<file path="src/sv/pbs_pkg.sv">
// shared constants for the polygon binomial smoother
`default_nettype none

package pbs_pkg;

    localparam int MAX_PASSES_DEF = 8;
    localparam int COORD_BITS_DEF = 14;

    // passes register
    localparam int PASSES_BITS  = 4;
    localparam int PASSES_RESET = 1;

endpackage

`default_nettype wire

</file>
<file path="src/sv/polygon_binomial_smoother.sv">
// with no stalls, a vertex leaves the row after the vertex that releases it is accepted;
//   the polygon's final vertex leaves each active pass on its own
// throughput: one vertex per cycle in and out unless the output stalls, set by the row of pass cells, one per pass
// ready runs back combinationally through the cell row
// reset: passes = 1, every cell empty, no output pending; a passes write empties all cells
`default_nettype none

module polygon_binomial_smoother #(
    parameter int MAX_PASSES = pbs_pkg::MAX_PASSES_DEF,
    parameter int COORD_BITS = pbs_pkg::COORD_BITS_DEF
) (
    input  wire                                  i_clk,
    input  wire                                  i_rst_n,
    input  wire                                  i_cfg_valid,
    output logic                                 o_cfg_ready,
    input  wire [pbs_pkg::PASSES_BITS-1:0]       i_cfg_passes,
    input  wire                                  i_in_valid,
    output logic                                 o_in_ready,
    input  wire signed [COORD_BITS-1:0]          i_x_coord,
    input  wire signed [COORD_BITS-1:0]          i_y_coord,
    input  wire                                  i_last_vertex,
    output logic                                 o_out_valid,
    input  wire                                  i_out_ready,
    output logic signed [COORD_BITS-1:0]         o_smooth_x,
    output logic signed [COORD_BITS-1:0]         o_smooth_y,
    output logic                                 o_end_of_polygon
);

    logic [MAX_PASSES-1:0] r_cell_en, n_cell_en;
    logic [MAX_PASSES-1:0] reset_en;
    logic                  cfg_acc;

    logic [MAX_PASSES:0]          chain_valid;
    logic [MAX_PASSES:0]          chain_ready;
    logic [MAX_PASSES:0]          chain_last;
    logic signed [COORD_BITS-1:0] chain_x [MAX_PASSES+1];
    logic signed [COORD_BITS-1:0] chain_y [MAX_PASSES+1];

    assign o_cfg_ready = 1'b1;
    assign cfg_acc     = i_cfg_valid && o_cfg_ready;

    // passes above MAX_PASSES simply enable every cell
    always_comb begin
        n_cell_en = r_cell_en;
        for (int s = 0; s < MAX_PASSES; s++) begin
            reset_en[s] = (s < pbs_pkg::PASSES_RESET);
            if (cfg_acc) begin
                n_cell_en[s] = (s < int'(i_cfg_passes));
            end
        end
    end

    always_ff @(posedge i_clk) begin
        if (!i_rst_n) begin
            r_cell_en <= reset_en;
        end else begin
            r_cell_en <= n_cell_en;
        end
    end

    assign chain_valid[0] = i_in_valid;
    assign o_in_ready     = chain_ready[0];
    assign chain_x[0]     = i_x_coord;
    assign chain_y[0]     = i_y_coord;
    assign chain_last[0]  = i_last_vertex;

    for (genvar s = 0; s < MAX_PASSES; s++) begin : g_cell
        pbs_cell #(
            .COORD_BITS (COORD_BITS)
        ) u_cell (
            .i_clk       (i_clk),
            .i_rst_n     (i_rst_n),
            .i_clear     (cfg_acc),
            .i_enable    (r_cell_en[s]),
            .i_in_valid  (chain_valid[s]),
            .o_in_ready  (chain_ready[s]),
            .i_x         (chain_x[s]),
            .i_y         (chain_y[s]),
            .i_last      (chain_last[s]),
            .o_out_valid (chain_valid[s+1]),
            .i_out_ready (chain_ready[s+1]),
            .o_x         (chain_x[s+1]),
            .o_y         (chain_y[s+1]),
            .o_last      (chain_last[s+1])
        );
    end

    assign chain_ready[MAX_PASSES] = i_out_ready;
    assign o_out_valid             = chain_valid[MAX_PASSES];
    assign o_smooth_x              = chain_x[MAX_PASSES];
    assign o_smooth_y              = chain_y[MAX_PASSES];
    assign o_end_of_polygon        = chain_last[MAX_PASSES];

    // a passes write flushes the output register
    a_cfg_flush: assert property (@(posedge i_clk) disable iff (!i_rst_n)
        cfg_acc |=> !o_out_valid)
        else $error("output still valid after passes write");

    // active cells always form a prefix of the row
    a_en_prefix: assert property (@(posedge i_clk) disable iff (!i_rst_n)
        ((r_cell_en >> 1) & ~r_cell_en) == '0)
        else $error("cell enables not a prefix");

    // zero passes turns every cell into a plain register
    a_zero_passes: assert property (@(posedge i_clk) disable iff (!i_rst_n)
        (cfg_acc && i_cfg_passes == '0) |=> r_cell_en == '0)
        else $error("cells still active after zero passes write");

endmodule

`default_nettype wire

</file>
<file path="src/sv/pbs_cell.sv">
// one smoothing pass cell: holds two vertices and a registered output vertex
`default_nettype none

module pbs_cell #(
    parameter int COORD_BITS = pbs_pkg::COORD_BITS_DEF
) (
    input  wire                          i_clk,
    input  wire                          i_rst_n,
    input  wire                          i_clear,
    input  wire                          i_enable,
    input  wire                          i_in_valid,
    output logic                         o_in_ready,
    input  wire signed [COORD_BITS-1:0]  i_x,
    input  wire signed [COORD_BITS-1:0]  i_y,
    input  wire                          i_last,
    output logic                         o_out_valid,
    input  wire                          i_out_ready,
    output logic signed [COORD_BITS-1:0] o_x,
    output logic signed [COORD_BITS-1:0] o_y,
    output logic                         o_last
);

    localparam int SUM_BITS   = COORD_BITS + 2;
    localparam int ROUND_BIAS = 3;

    // fill codes
    localparam logic [1:0] FILL_EMPTY = 2'd0;
    localparam logic [1:0] FILL_FIRST = 2'd1;
    localparam logic [1:0] FILL_INNER = 2'd2;
    localparam logic [1:0] FILL_LAST  = 2'd3;

    logic [1:0]                  r_fill, n_fill;
    logic signed [COORD_BITS-1:0] r_prev_x, n_prev_x, r_prev_y, n_prev_y;
    logic signed [COORD_BITS-1:0] r_cur_x, n_cur_x, r_cur_y, n_cur_y;
    logic                         r_out_valid;
    logic signed [COORD_BITS-1:0] r_out_x, r_out_y;
    logic                         r_out_last;

    logic                         load_ok;
    logic                         in_acc;
    logic                         emit;
    logic signed [COORD_BITS-1:0] emit_x, emit_y;
    logic                         emit_last;

    // (a + 2b + c) / 4, truncated toward zero
    function automatic logic signed [COORD_BITS-1:0] smooth3(
        input logic signed [COORD_BITS-1:0] a,
        input logic signed [COORD_BITS-1:0] b,
        input logic signed [COORD_BITS-1:0] c
    );
        logic signed [SUM_BITS-1:0] sum;
        logic signed [SUM_BITS-1:0] adj;
        sum = SUM_BITS'(a) + (SUM_BITS'(b) <<< 1) + SUM_BITS'(c);
        adj = sum + (sum[SUM_BITS-1] ? SUM_BITS'(ROUND_BIAS) : SUM_BITS'(0));
        return COORD_BITS'(adj >>> 2);
    endfunction

    assign load_ok    = !r_out_valid || i_out_ready;
    assign in_acc     = i_in_valid && o_in_ready;

    always_comb begin
        n_fill     = r_fill;
        n_prev_x   = r_prev_x;
        n_prev_y   = r_prev_y;
        n_cur_x    = r_cur_x;
        n_cur_y    = r_cur_y;
        emit       = 1'b0;
        emit_x     = r_cur_x;
        emit_y     = r_cur_y;
        emit_last  = 1'b0;
        o_in_ready = load_ok;
        if (!i_enable) begin
            // inactive pass: plain pipeline register
            n_fill    = FILL_EMPTY;
            emit      = in_acc;
            emit_x    = i_x;
            emit_y    = i_y;
            emit_last = i_last;
        end else begin
            unique case (r_fill)
                FILL_EMPTY: begin
                    o_in_ready = 1'b1;
                    if (in_acc) begin
                        n_cur_x = i_x;
                        n_cur_y = i_y;
                        n_fill  = i_last ? FILL_LAST : FILL_FIRST;
                    end
                end
                FILL_FIRST, FILL_INNER: begin
                    if (in_acc) begin
                        emit = 1'b1;
                        if (r_fill == FILL_INNER) begin
                            emit_x = smooth3(r_prev_x, r_cur_x, i_x);
                            emit_y = smooth3(r_prev_y, r_cur_y, i_y);
                        end
                        n_prev_x = r_cur_x;
                        n_prev_y = r_cur_y;
                        n_cur_x  = i_x;
                        n_cur_y  = i_y;
                        n_fill   = i_last ? FILL_LAST : FILL_INNER;
                    end
                end
                FILL_LAST: begin
                    // final vertex leaves on its own, next polygon may enter meanwhile
                    if (load_ok) begin
                        emit      = 1'b1;
                        emit_last = 1'b1;
                        n_fill    = FILL_EMPTY;
                    end
                    if (in_acc) begin
                        n_cur_x = i_x;
                        n_cur_y = i_y;
                        n_fill  = i_last ? FILL_LAST : FILL_FIRST;
                    end
                end
                default: begin
                    n_fill = FILL_EMPTY;
                end
            endcase
        end
    end

    always_ff @(posedge i_clk) begin
        if (!i_rst_n) begin
            r_fill      <= FILL_EMPTY;
            r_out_valid <= 1'b0;
        end else if (i_clear) begin
            r_fill      <= FILL_EMPTY;
            r_out_valid <= 1'b0;
        end else begin
            r_fill <= n_fill;
            if (emit) begin
                r_out_valid <= 1'b1;
            end else if (i_out_ready) begin
                r_out_valid <= 1'b0;
            end
        end
    end

    always_ff @(posedge i_clk) begin
        r_prev_x <= n_prev_x;
        r_prev_y <= n_prev_y;
        r_cur_x  <= n_cur_x;
        r_cur_y  <= n_cur_y;
        if (emit) begin
            r_out_x    <= emit_x;
            r_out_y    <= emit_y;
            r_out_last <= emit_last;
        end
    end

    assign o_out_valid = r_out_valid;
    assign o_x         = r_out_x;
    assign o_y         = r_out_y;
    assign o_last      = r_out_last;

endmodule

`default_nettype wire

</file>
<file path="config.mk">
export PLATFORM = sky130hd
export DESIGN_NAME = polygon_binomial_smoother
export DESIGN_NICKNAME = d
export VERILOG_FILES = /design/src/sv/pbs_pkg.sv /design/src/sv/polygon_binomial_smoother.sv /design/src/sv/pbs_cell.sv
export SDC_FILE = /design/constraint.sdc
export NUM_CORES = 2
export LEC_CHECK = 0
export ABC_CLOCK_PERIOD_IN_PS = 6600
export CAP_MARGIN = 20
export CORE_UTILIZATION = 25
export CTS_CLUSTER_SIZE = 25
export DETAILED_ROUTE_END_ITERATION = 8
export DONT_BUFFER_PORTS = 1
export GPL_ROUTABILITY_DRIVEN = 0
export HOLD_SLACK_MARGIN = 0.1
export PLACE_DENSITY = 0.34
export RECOVER_POWER = 100
export SETUP_SLACK_MARGIN = 0.1
export SLEW_MARGIN = 20
export SYNTH_ARGS = -nofsm -noshare
export SYNTH_HDL_FRONTEND = slang
export SYNTH_HIERARCHICAL = 1
export SYNTH_SLANG_ARGS = --single-unit
export TNS_END_PERCENT = 30
</file>
<file path="constraint.sdc">
create_clock -name i_clk -period 6.6 [get_ports i_clk]
set_input_delay 1.32 -clock i_clk [delete_from_list [all_inputs] [get_ports i_clk]]
set_output_delay 1.32 -clock i_clk [all_outputs]
set_load 0.1 [all_outputs]
</file>
# Word level (Yosys, flattened, before mapping)
# Index checks and enable logic that the tools add are counted.
# word_totals
out_inout_bits	32
regBits	712
inputBits	38
elab_cells	531
# classes
mux	248
n_addsub	48
n_reduce_logical	89
n_lt_le_gt_ge	8
bitwise_logic	9
n_eq_ne	56
# op_table
operator	n
$mux 14	96
$add 14x15->16	16
$add 16x14->16	16
$add 16x16->16	16
$mux 2	56
$mux 1	80
$ne 2x1->1 const B	24
$pmux 2 s3	8
$reduce_and 3->1	16
$eq 2x2->1 const B	16
$reduce_or 4->1	8
$ne 3x1->1 const B	8
$reduce_or 3->1	8
$reduce_or 2->1	9
$eq 2x1->1 const B	8
$logic_not 2->1	8
$lt 3x4->1 const A	4
$pmux 1 s2	8
$reduce_and 2->1	8
$reduce_bool 2->1	8
$not 1->1	9
$logic_and 1x1->1	8
$logic_not 1->1	8
$logic_or 1x1->1	8
2 further kinds	4

# Longest topological paths before layout
# logic_depth
ltp_word	30
depth_mapped	23
mapped_depth_nobuf	22

# By module
# Netlist, hierarchy kept.
# by_module_without_submodules
module	cells_per_inst	area_per_inst_um2	instances	seq_area_each_um2
pbs_cell at g_cell[4].u_cell	560	6207.2	1	2612.5
pbs_cell at g_cell[6].u_cell	549	6180.9	1	2612.5
pbs_cell at g_cell[2].u_cell	563	6129.6	1	2612.5
pbs_cell at g_cell[3].u_cell	546	6079.6	1	2612.5
pbs_cell at g_cell[1].u_cell	542	6048.3	1	2612.5
pbs_cell at g_cell[7].u_cell	554	6005.8	1	2612.5
pbs_cell at g_cell[5].u_cell	533	5990.7	1	2612.5
pbs_cell at g_cell[0].u_cell	528	5939.4	1	2612.5
polygon_binomial_smoother	35	320.3	1	160.2

# Worst setup path before layout
# No wires, ideal clock.
# synth_timing
path_type	in2out
startpoint	input port i_out_ready
endpoint	output port o_in_ready
required_time_ns	5.280
path_buffers	0
arrival_time_ns	4.841
cell_stages	16
setup_slack_ns	0.439
path_cell_list	nor2b_1 > nand2_1 > nor2b_1 > nand2_1 > nor2b_1 > nand2_1 > nor2b_1 > nand2_1 > nor2b_1 > nand2_1 > nor2b_1 > nand2_1 > nor2b_1 > nand2_1 > nor2b_1 > nand2_1
# synth_between
elab_chain_len	24
# synth_lines
element	line	source
from (decl)	polygon_binomial_smoother.sv:23	input wire i_out_ready,
$logic_or 1x1->1 *	pbs_cell.sv:58	assign load_ok = !r_out_valid || i_out_ready;
$mux 1	pbs_cell.sv:80	unique case (r_fill)
$mux 1 *	pbs_cell.sv:72	if (!i_enable) begin
net chain_ready[7]	polygon_binomial_smoother.sv:34	logic [MAX_PASSES:0] chain_ready;
$logic_or 1x1->1 *	pbs_cell.sv:58	
$mux 1	pbs_cell.sv:80	
$mux 1 *	pbs_cell.sv:72	
net chain_ready[6]	polygon_binomial_smoother.sv:34	
[3 not listed]	--	
net chain_ready[5]	polygon_binomial_smoother.sv:34	
[3 not listed]	--	
net chain_ready[4]	polygon_binomial_smoother.sv:34	
[3 not listed]	--	
net chain_ready[3]	polygon_binomial_smoother.sv:34	
[3 not listed]	--	
net chain_ready[2]	polygon_binomial_smoother.sv:34	
$logic_or 1x1->1 *	pbs_cell.sv:58	
$mux 1	pbs_cell.sv:80	
$mux 1 *	pbs_cell.sv:72	
net chain_ready[1]	polygon_binomial_smoother.sv:34	
$logic_or 1x1->1 *	pbs_cell.sv:58	
$mux 1	pbs_cell.sv:80	
$mux 1 *	pbs_cell.sv:72	
to (decl)	polygon_binomial_smoother.sv:18	output logic o_in_ready,
# The timed path passes the listed nets; every way through them passes the cells marked *.

# Worst setup path after layout
# layout_timing
startpoint	register g_cell[1].u_cell.r_out_x[1]
endpoint	register g_cell[2].u_cell.r_out_x[8], data pin
# layout_between
elab_chain_len	7
# layout_lines
element	line	source
from (decl)	pbs_cell.sv:36	logic signed [COORD_BITS-1:0] r_out_x, r_out_y;
from (signal assigned)	pbs_cell.sv:146	r_out_x <= emit_x;
$add 16x14->16 *	pbs_cell.sv:53	sum = SUM_BITS'(a) + (SUM_BITS'(b) <<< 1) + SUM_BITS'(c);
$mux 2	pbs_cell.sv:54	adj = sum + (sum[SUM_BITS-1] ? SUM_BITS'(ROUND_BIAS) : SUM_BITS'(0));
$add 16x16->16 *	pbs_cell.sv:54	
$mux 14 *	pbs_cell.sv:92	if (r_fill == FILL_INNER) begin
$mux 14 *	pbs_cell.sv:90	if (in_acc) begin
$mux 14 *	pbs_cell.sv:80	
$mux 14 *	pbs_cell.sv:72	
net g_cell[2].u_cell.emit_x[8]	pbs_cell.sv:42	logic signed [COORD_BITS-1:0] emit_x, emit_y;
to (signal assigned)	pbs_cell.sv:146	
to (decl)	pbs_cell.sv:36	
# Marked as above.
# A chain may end at the register's enable or synchronous reset.

==> summary.txt <==
CTS tree: done
Worst setup EP type: flop
# setup viols final: 0
Netlist Area Pre-Place: 0.04890 mm^2
Crit-path slowest cell: nor3_1
Crit-path max FO: 8
Most frequent cell after synthesis: edfxtp_1
Worst path arrival time: 6470 ps
Yosys top cell by area: edfxtp_1
Deepest clock path buffer count: 3
Drt drc: 0
Synth top area share: 41.76%
Failing checks: capacitance limit, slew limit
Die H: 444.3 um
Total power: 11,480 uW
Ys Warns: 6
Power per standard cell area: 209.7 mW/mm^2
Power share of the clock group: 48.3%
Area Growth Syn to Fin: 11.97%
Largest stage delay on the critical path: 790 ps
Seq pwr share: 43.4%
F_max: 0.1660 GHz
FILL cells: 20,092
Vias per cell: 4.787
Synth cell count leaders: edfxtp_1 (680), inv_1 (301), ha_1 (288), nor2_1 (274), nand2_1 (263)
Final Max Tran Viols: 829
Layout cells sized above 1: 6.458%
Core area: 0.1934 mm^2
DR vias: 33,674
Drt total wl: 141,900 um
Die X-Extent: 444.3 um
Clock skew: 41.63 ps
Antenna-violating nets left: 0
Clock root buffer: clkbuf_16
Initial antenna violation count: 6
Switching Fraction: 24.55%
RSZ-0062 raised after global routing: no
Top cells by area, synth: edfxtp_1 (42%), fa_1 (9.8%), ha_1 (7.4%)
Final Util: 28.31%
Synthesized instance count: 4,410
H-tree level count: 3
First-pass GRT wire length: 219,900 um
Maximum number of pins on one net before global-route repair: 68
DR iter-0 viols: 1,648
EDFF count, synth: 680
Ys flop type: edfxtp_1
Final Hold Viols: 0
Psw: 2818 uW
Clock period minus worst slack: 6023 ps
WL/cell: 20.17 um
Nets: 4,992
Worst skew pair latency: 730 ps
Io pins: 70
Final period util: 91.25%
CTS Buf Count: 96
Peak supply drop: 0.0002117 V
# port buffers: 0
Total clock sinks: 712
Internal: 8661 uW
Synth cell types: 138
Clock-pin transition on the worst setup and hold timing paths: 60 ps
Async set or reset register ratio after synthesis: 0%
Crit-path cells: fa_1 -> ha_1 -> fa_1 -> a211o_1 -> a211oi_1 -> nor4_1 -> or3_2 -> and2_0 -> ha_1 -> a41oi_1 -> nor3_1 -> mux2_4 -> and4_2 -> or3_1
Static leakage: 0.01958 uW
Setup TNS: 0 ps
Comb pwr share: 8.3%
Total grt overflow: 0
Seq/Total Area, Yosys: 43.07%
# rows: 161
Total GRT Usage: 14.39%
Die area: 0.1974 mm^2
DRT Pass-1 Iters: 6
Worst Path Required: 7050 ps
Synthesized Nets: 4,976
Run status: finished, violations left
Hold Crit Class: reg -> reg
Worst Tran Pin Value: 3317 ps
DPL Wire Length: 106,100 um
Slew HR: -121.1%
Syn avg cell area: 11.09 um^2
Initial Utilization: 25.29%
Synth Register Bits: 712
Vias in the first global route: 35,507
CP Launch Type: flop
Maxcap violations: 25
WS Path Type: reg -> reg
## flip-flops by register name, summed over array words and instances (netlist names)
register / count
r_cell_en: 8
g_cell.u_cell/r_cur_x: 112
g_cell.u_cell/r_prev_x: 112
g_cell.u_cell/r_prev_y: 112
g_cell.u_cell/o_last: 8
g_cell.u_cell/o_out_valid: 8
g_cell.u_cell/o_x: 112
g_cell.u_cell/r_cur_y: 112
g_cell.u_cell/o_y: 112
g_cell.u_cell/r_fill: 16
## repair_timing
action / 4_1_cts / 5_1_grt
buffers inserted: 0 / 0
resized for setup: 0 / 2
hold endpoints to repair: 0 / 0
endpoints found under the setup margin: 0 / 1
hold buffers: 0 / 0
## cells by family (layout without fill, tap and decap cells)
logic type	count (synthesis)	after routing	synth area share, %
other	1	3	0.007668
adder cells (fa/ha/maj)	528	528	17.19
buffers and inverters	444	540	3.559
multiplexers	46	46	1.080
flip-flops	712	712	43.07
AND/OR/NAND/NOR	1254	1254	13.32
XOR/XNOR	357	357	6.425
AO/OA/AOI/OAI	1068	1068	15.35
## layout by cell type, fill, tap and decap left out, drive strengths merged, types with 87 or more instances in the layout
master  netlist  routed
edfxtp      680     680
inv         303     308
nand2       263     263
clkbuf      111     150
xor2        156     156
ha          288     288
xnor2       201     201
fa          240     240
a21oi       224     224
nand3       216     216
o221ai       87      87
nor3         93      93
nor2        275     275
o21ai       206     206
## critical path, delay by kind of cell, from the launching register on
kind,cells,cell delay (ps)
AOI/OAI and AO/OA,3,1140
muxes,1,360
and+or+nand+nor,6,2270
adders and majority gates,4,1530
DFF,1,460
## path summary, 6_finish.rpt
kind	start	to	slack, ps	depth (start not counted)
min	g_cell[5].u_cell/r_cur_x[13]	g_cell[5].u_cell/r_prev_x[13]	450	0
max	g_cell[1].u_cell/o_x[1]	g_cell[2].u_cell/o_x[8]	580	14
max reg2reg	g_cell[1].u_cell/o_x[1]	g_cell[2].u_cell/o_x[8]	580	14
min reg2reg	g_cell[5].u_cell/r_cur_x[13]	g_cell[5].u_cell/r_prev_x[13]	450	0
## routing by layer
metal | part of all wire [%] | up-vias | global-route usage [%]
li1 | - | 16504 | -
met1 | 46 | 16685 | 18.76
met2 | 49 | 349 | 25.06
met3 | 2.6 | 134 | 2.027
met4 | 1.9 | 2 | 3.224
met5 | 0.0085 | - | 0
## power by group through the flow
stage	sequential, uW	combinational (uW)	clock (uW)
4_1_cts	4980	991	5770
3_5_place_dp	5080	984	0
6_report	4980	958	5540
5_1_grt	4990	1080	5910
2_1_floorplan	5060	740	0
3_3_place_gp	5080	994	0
## metrics by stage
step                      area (um^2)  std cells  hold slack, ps  worst slack [ps]
after floorplan                 48900       4410           426.4             439.4
after global placement          51950       6853           435.7            -94.21
after detailed placement        51950       6853           442.5             74.46
after CTS                       55210       7031           450.9             212.2
after global routing            54750       7033           463.5             117.0
final                           54760       7034           449.1             577.3
## final cells by class
| cell class | instances | area [um^2] | share of cell area [%] |
|---|---|---|---|
| flip-flops and latches | 712 | 21070 | 38.47 |
| inverters | 303 | 1137 | 2.077 |
| clock buffers | 114 | 2511 | 4.586 |
| well taps | 2526 | 3161 | 5.772 |
| diodes | 2 | 5.005 | 0.009140 |
| clock inverters | 64 | 754.5 | 1.378 |
| multi-input cells | 3254 | 25810 | 47.14 |
| repair buffers | 59 | 310.3 | 0.5667 |
Note: power is estimated with default switching activity, not from simulation.
